**config.mk**
```make
export PLATFORM = sky130hd
export DESIGN_NAME = mcpid_ctrl
export DESIGN_NICKNAME = d
export VERILOG_FILES = /design/src/sv/mcpid_pkg.sv /design/src/sv/mcpid_ctrl.sv
export VERILOG_INCLUDE_DIRS = /design/src /design/src/sv
export SDC_FILE = /design/constraint.sdc
export NUM_CORES = 1
export LEC_CHECK = 0
export BUFFER_PORTS_ARGS = -buffer_cell sky130_fd_sc_hd__buf_4
export CAP_MARGIN = 0
export CORE_MARGIN = 8
export CORE_UTILIZATION = 45
export DETAILED_ROUTE_END_ITERATION = 10
export PLACE_DENSITY = 0.66
export SLEW_MARGIN = 20
export SYNTH_ARGS = -nofsm -noshare
export SYNTH_HDL_FRONTEND = slang
export SYNTH_SLANG_ARGS = --single-unit
```
**constraint.sdc**
```tcl
create_clock -name clk -period 5 [get_ports clk]
set_input_delay 1 -clock clk [delete_from_list [all_inputs] [get_ports clk]]
set_output_delay 1 -clock clk [all_outputs]
set_load 0.02 [all_outputs]
```
**src/sv/assert_macros.svh**
```systemverilog
// Assertion macros for the RTL modules, used by the sequencer mcpid_ctrl
`ifndef ASSERT_MACROS_SVH
`define ASSERT_MACROS_SVH
`ifndef SYNTHESIS
`define MCPID_ASSERT(lbl, prop) \
    lbl: assert property (@(posedge clk) disable iff (!rst_n) prop) \
        else $error("assertion failed");
`define MCPID_NEVER(lbl, expr) \
    lbl: assert property (@(posedge clk) disable iff (!rst_n) !(expr)) \
        else $error("forbidden condition seen");
`else
`define MCPID_ASSERT(lbl, prop)
`define MCPID_NEVER(lbl, expr)
`endif
`endif

```
**src/sv/mcpid_pkg.sv**
```systemverilog
// Shared constants, command and status types of the motor PID block
package mcpid_pkg;

    localparam int CHANNELS     = 4;
    localparam int WINDOW_DEPTH = 20;
    localparam int SLOT_W       = $clog2(WINDOW_DEPTH);
    localparam int HIST_DEPTH   = CHANNELS * WINDOW_DEPTH;
    localparam int HIST_AW      = $clog2(HIST_DEPTH);
    localparam int DIV_W        = 58;
    localparam int DIV_CW       = $clog2(DIV_W);

    localparam logic [1:0] REG_MODES  = 2'd0;
    localparam logic [1:0] REG_PROP   = 2'd1;
    localparam logic [1:0] REG_INT    = 2'd2;
    localparam logic [1:0] REG_DERIV  = 2'd3;

    localparam logic [1:0] MODE_MANUAL   = 2'd0;
    localparam logic [1:0] MODE_POSITION = 2'd1;

    typedef enum logic [3:0] {
        OP_NONE,
        OP_LOAD,
        OP_RD,
        OP_VEL,
        OP_ERR,
        OP_MUL_IE,
        OP_INTEG,
        OP_MUL_ILO,
        OP_MUL_IHI,
        OP_MUL_D,
        OP_DIV_INIT,
        OP_DIV_STEP,
        OP_FINISH
    } op_t;

    typedef struct packed {
        op_t op;
    } cmd_t;

    typedef struct packed {
        logic bad;
        logic tick;
        logic manual;
        logic div_done;
        logic out_free;
    } sts_t;

endpackage

```
**src/sv/mcpid_ctrl.sv**
```systemverilog
// Sequencing state machine of the motor PID block
`include "assert_macros.svh"

module mcpid_ctrl
(
    input  logic             clk,
    input  logic             rst_n,
    input  logic             in_valid,
    output logic             in_ready,
    input  mcpid_pkg::sts_t  sts,
    output mcpid_pkg::cmd_t  cmd
);

    typedef enum logic [11:0] {
        ST_IDLE  = 12'b0000_0000_0001,
        ST_RD    = 12'b0000_0000_0010,
        ST_VEL   = 12'b0000_0000_0100,
        ST_ERR   = 12'b0000_0000_1000,
        ST_MIE   = 12'b0000_0001_0000,
        ST_INTEG = 12'b0000_0010_0000,
        ST_MILO  = 12'b0000_0100_0000,
        ST_MIHI  = 12'b0000_1000_0000,
        ST_MD    = 12'b0001_0000_0000,
        ST_DINIT = 12'b0010_0000_0000,
        ST_DIV   = 12'b0100_0000_0000,
        ST_FIN   = 12'b1000_0000_0000
    } state_t;

    state_t state_reg;
    state_t state_next;

    assign in_ready = (state_reg == ST_IDLE);

    always_comb
    begin
        state_next = state_reg;
        cmd.op     = mcpid_pkg::OP_NONE;
        case (state_reg)
            ST_IDLE:
            begin
                if (in_valid)
                begin
                    cmd.op     = mcpid_pkg::OP_LOAD;
                    state_next = ST_RD;
                end
            end
            ST_RD:
            begin
                if (sts.bad)
                    state_next = ST_FIN;
                else if (sts.tick)
                begin
                    cmd.op     = mcpid_pkg::OP_RD;
                    state_next = ST_VEL;
                end
                else if (sts.manual)
                    state_next = ST_FIN;
                else
                    state_next = ST_ERR;
            end
            ST_VEL:
            begin
                cmd.op     = mcpid_pkg::OP_VEL;
                state_next = sts.manual ? ST_FIN : ST_ERR;
            end
            ST_ERR:
            begin
                cmd.op     = mcpid_pkg::OP_ERR;
                state_next = ST_MIE;
            end
            ST_MIE:
            begin
                cmd.op     = mcpid_pkg::OP_MUL_IE;
                state_next = ST_INTEG;
            end
            ST_INTEG:
            begin
                cmd.op     = mcpid_pkg::OP_INTEG;
                state_next = ST_MILO;
            end
            ST_MILO:
            begin
                cmd.op     = mcpid_pkg::OP_MUL_ILO;
                state_next = ST_MIHI;
            end
            ST_MIHI:
            begin
                cmd.op     = mcpid_pkg::OP_MUL_IHI;
                state_next = ST_MD;
            end
            ST_MD:
            begin
                cmd.op     = mcpid_pkg::OP_MUL_D;
                state_next = ST_DINIT;
            end
            ST_DINIT:
            begin
                cmd.op     = mcpid_pkg::OP_DIV_INIT;
                state_next = ST_DIV;
            end
            ST_DIV:
            begin
                cmd.op = mcpid_pkg::OP_DIV_STEP;
                if (sts.div_done)
                    state_next = ST_FIN;
            end
            ST_FIN:
            begin
                if (sts.out_free)
                begin
                    cmd.op     = mcpid_pkg::OP_FINISH;
                    state_next = ST_IDLE;
                end
            end
            default:
            begin
                state_next = ST_IDLE;
            end
        endcase
    end

    always_ff @(posedge clk or negedge rst_n)
    begin
        if (!rst_n)
            state_reg <= ST_IDLE;
        else
            state_reg <= state_next;
    end

    `MCPID_ASSERT(a_div_exit, (state_reg == ST_DIV && sts.div_done) |=> (state_reg == ST_FIN))
    `MCPID_ASSERT(a_fin_hold, (state_reg == ST_FIN && !sts.out_free) |=> (state_reg == ST_FIN))
    `MCPID_ASSERT(a_accept_rd, (in_valid && in_ready) |=> (state_reg == ST_RD))
    `MCPID_NEVER(a_load_busy, (cmd.op == mcpid_pkg::OP_LOAD) && (state_reg != ST_IDLE))

endmodule

```
# Word level (Yosys, flattened, before mapping)
# Cells that the tools add are included.
dict set report classes {
  addsub 0
  bitwise 0
  muxes 12
  magnitude_cmp 0
  n_reduce_logical 1
  n_mul 0
  n_div 0
  shifts 0
  eq_ne 15
}
# op count
set ops {}
lappend ops {{12-bit one-hot mux with 12 select lines} 1}
lappend ops {{12-bit two-way mux} 6}
lappend ops {{4-bit one-hot mux with 12 select lines} 1}
lappend ops {{12-bit by 1-bit == test with 1-bit output (second input constant)} 1}
lappend ops {{12-bit by 10-bit == test with 1-bit output (second input constant)} 1}
lappend ops {{12-bit by 11-bit == test with 1-bit output (second input constant)} 1}
lappend ops {{12-bit == test (second input constant)} 1}
lappend ops {{12-bit by 2-bit == test with 1-bit output (second input constant)} 1}
lappend ops {{12-bit by 3-bit == test with 1-bit output (second input constant)} 1}
lappend ops {{12-bit by 4-bit == test with 1-bit output (second input constant)} 1}
lappend ops {{12-bit by 5-bit == test with 1-bit output (second input constant)} 1}
lappend ops {{12-bit by 6-bit == test with 1-bit output (second input constant)} 1}
lappend ops {{12-bit by 7-bit == test with 1-bit output (second input constant)} 1}
lappend ops {{12-bit by 8-bit == test with 1-bit output (second input constant)} 1}
lappend ops {{12-bit by 9-bit == test with 1-bit output (second input constant)} 1}
lappend ops {{2-bit inequality test (second input constant)} 3}
lappend ops {{2-bit two-way mux} 2}
lappend ops {{4-bit two-way mux} 1}
lappend ops {{3-bit AND reduction} 1}
lappend ops {{1-bit two-way mux} 1}
dict set report totals {
  in_bits 8
  elab_cells 29
  memories 0
  mem_bits_rw 0
  mem_bits_ro 0
  reg_bits 12
  latch_bits 0
  out_inout_bits 5
}

# Longest topological paths before layout
dict set report depth {
  ltp_word 4
  ltp_mapped 7
}

# Worst setup path before layout
# OpenSTA, ideal clock, no wires.
dict set report synth_path {
  kind {reg-to-output}
  from {reg state_reg[5]}
  to {out cmd[0] (netlist name)}
  arrival_time_ns 2.110
  path_slack_ns 1.890
  path_buffers 2
  path_stages_with_launch 8
  cell_sequence {dfrtp_1 -> buf_6 -> or4_4 -> or2_1 -> buf_6 -> nor2_1 -> and2_1 -> a211o_1}
}
# item line_no
set synth_rtl {}
lappend synth_rtl {{from (decl)} mcpid_ctrl.sv:29} ;# state_t state_reg;
lappend synth_rtl {{from (signal assigned)} mcpid_ctrl.sv:127} ;# state_reg <= state_next;
lappend synth_rtl {{to (decl)} mcpid_ctrl.sv:11} ;# output mcpid_pkg::cmd_t cmd

==> impl_metrics.csv <==
group,metric,value,unit
synth,synth_area,851,um^2
global_route,first_global_vias,801,
placement,place_congestion,0.825,
route,routed.top_layer,"met4",
synth,ys_warn_count,0,
route,routed_via_density,5.86,
sta,finalCriticalPeriod,3280,ps
clock_network,htreeDepth,1,
clock_network,clock_sinks,12,
setup_path,endpoint_kind,"output port",
route,dr_wl_met2,931,um
pwr,p_leak,0.397,nW
layout,layout.nets,118,
setup_path,cp_max_fo,9,
clock_network,cts.clk_slew.worst_paths,80,ps
route,m1WireLength,895,um
run_status,status,"finished, final reports clean",
sta,tightest_slew,470,ps
sta,finalCritPeriodShare,65.5,%
synth,netlist.area_leader.share,32.4,%
layout,area_delta_synth_final,10.7,%
clock_network,cts_tree,"done",
synth,synthTopCellsByArea,"dfrtp_1, nor3_1, nor4b_1",
route,wl_met3,55,um
setup_path,required,4000,ps
floorplanning,coreArea,1750,um^2
placement,postPlaceCellArea,916,um^2
clock_network,cts_root_buf,"clkbuf_4",
worst_hold_path,holdCritPathClass,"input pin to asynchronous set/reset pin",
sta,tns,0,ps
sta,setup_viol,0,
route,drt-wirelength-per-cell,14.3,um
pwr,power,0.349,mW
setup_path,crit_start,"state_reg[5]",
floorplanning,initial_core_util,48.7,%
synth,synth_nets,109,
clock_network,hold_buffers,0,
route,routed_wl,1920,um
route,drt_pass1_iterations,4,
floorplanning,fp.dieH,59.5,um
global_route,grt_max_degree,13,
sta,relSlewSlack,68.4,%
pwr,p_per_area,370,nW/um^2
route,postRouteAntennaNets,0,
pwr,ir_drop,0.252,mV
route,drc_errors,0,
synth,syn_inst,101,
layout,largest_register_ff_count,12,
setup_path,r2r_slack,2930,ps
layout,finalInstanceArea,942,um^2
clock_network,clockBufferDepth,2,
clock_network,cts_resized,0,
floorplanning,die_w,59.5,um
setup_path,r2r_cells,5,
layout,antenna_cells,0,
floorplanning,die-area,3540,um^2
run,maxCapViolCount,0,
setup_path,r2r-end,"state_reg[11]",
sta,finalHoldViolations,0,
setup_path,arrival,2280,ps
global_route,grt_pass1_wl,3550,um
synth,synth.distinct_cells,35,
global_route,grt_antenna_before_repair,0,
synth,syn_avg_cell_area,8.42,um^2
clock_network,clk_latency,280,ps
sta,rsz0062_at_grt,"no",
floorplanning,num_rows,15,
synth,yosysTopAreaCell,"dfrtp_1",
floorplanning,io_pins,13,
setup_path,cp-start-kind,"flop",
global_route,grt.total_usage,12.8,%
setup_path,r2r_start,"state_reg[5]",
route,drt_iter0_markers,22,
setup_path,worst-setup-path-type,"flop to output port",
clock_network,post-cts-setup-buffers,0,
layout,drive_above_1_share,22.0,%
placement,port_buffers,12,
sta,finClkSkew,4.75,ps
sta,fmax,0.305,GHz
synth,synth-seq-cells,12,
sta,drv_slew,0,
placement,dp_hpwl,1470,um
global_route,grt.overflow.total,0,
synth,ys_seq_area_share,35.4,%
route,vias,785,
clock_network,cts_buffers,3,
[stage by stage]
step | worst slack [ps] | utilization (%) | hold WS [ps] | std cells
6_report | 1720 | 54.0 | 544 | 134
5_1_grt | 1570 | 54.0 | 543 | 134
4_1_cts | 1710 | 54.0 | 552 | 134
3_5_place_dp | 2030 | 52.5 | 609 | 130
3_3_place_gp | 2040 | 52.5 | 598 | 130
2_1_floorplan | 1890 | - | 523 | 101
[where the power goes]
part           switching [mW]  total [mW]  internal [mW]  leakage [nW]
clock network          0.0339      0.0648         0.0309        0.0150
registers              0.0187       0.130          0.111         0.163
logic                  0.0884       0.154         0.0655         0.219
total                   0.141       0.349          0.208         0.397
[logic make-up (layout without fill, tap and decap cells)]
| family | count (synthesis) | in the layout | synth area share (%) |
|---|---|---|---|
| and+or+nand+nor | 50 | 50 | 34.4 |
| AOI/OAI and AO/OA | 24 | 24 | 18.1 |
| DFF | 12 | 12 | 35.4 |
| buffers and inverters | 11 | 19 | 7.94 |
| xor gates and xnor gates | 4 | 4 | 4.12 |
[final cells by class]
class / count / area [um^2]
timing repair buffer: 12 / 90.1
fill: 166 / 803
inverter: 3 / 11.3
multi-input combinational: 78 / 482
sequential: 12 / 302
clock buffer: 4 / 26.3
tap: 25 / 31.3
[cells in the final DEF (no fill, tap or decap), types with 2 or more instances in the layout]
cell type	netlist	layout
a211o_1	2	2
a21oi_1	5	5
a31o_2	2	2
buf_4	0	12
clkbuf_4	0	3
dfrtp_1	11	11
inv_1	3	3
nand2_1	9	9
nand2b_1	2	2
nand3_1	2	2
nor2_1	8	8
nor2b_1	2	2
nor3_1	8	8
nor4_1	4	4
nor4b_1	4	4
o21ai_0	6	6
o22ai_1	2	2
o31ai_1	2	2
or3_1	2	2
or4_4	2	2
or4b_2	2	2
xnor2_1	2	2
xor2_1	2	2
[how the worst max path moves through the flow]
stage,end,slack [ps],depth (start not counted)
global placement,cmd[0],2040,6
finish,cmd[0],1720,6
CTS,cmd[0],1710,6
detailed placement,cmd[0],2030,6
global route,cmd[0],1570,6
floorplan,cmd[0],1890,7
[synth_stat cells]
| master | instances |
|---|---|
| a211oi_1 | 1 |
| or2_1 | 1 |
| or3_1 | 2 |
| buf_2 | 3 |
| nand2b_1 | 2 |
| nor2b_1 | 2 |
| or4_1 | 1 |
| o21ai_1 | 1 |
| nor4_1 | 4 |
| or2_2 | 1 |
| a31oi_1 | 1 |
| or4_4 | 2 |
| and2_1 | 1 |
| o21ai_0 | 6 |
| a31o_2 | 2 |
| dfrtp_1 | 11 |
| o2bb2ai_1 | 1 |
| o22ai_1 | 2 |
| a21oi_1 | 5 |
| dfstp_2 | 1 |
| nor4_2 | 1 |
| xnor2_1 | 2 |
| a211o_1 | 2 |
| or4b_2 | 2 |
| o32ai_1 | 1 |
| o31ai_1 | 2 |
| nor2_1 | 8 |
| nor3_1 | 8 |
| clkbuf_1 | 2 |
| nand3_1 | 2 |
| inv_1 | 3 |
| xor2_1 | 2 |
| buf_6 | 3 |
| nor4b_1 | 4 |
| nand2_1 | 9 |
[worst max-delay path, stage by stage (launching register included)]
cell	delay, ps
dfrtp_1	480
or4_4	600
or2_1	350
nor2_1	160
and2_1	170
a211o_1	110
buf_4	130
[per-layer routing]
metal  track usage, %  vias to the layer above
li1                 -                      388
met1             15.8                      376
met2             20.5                       16
met3             2.39                        5
met4             6.83                        0
met5                0                        -
Note: power is estimated with default switching activity, not from simulation.
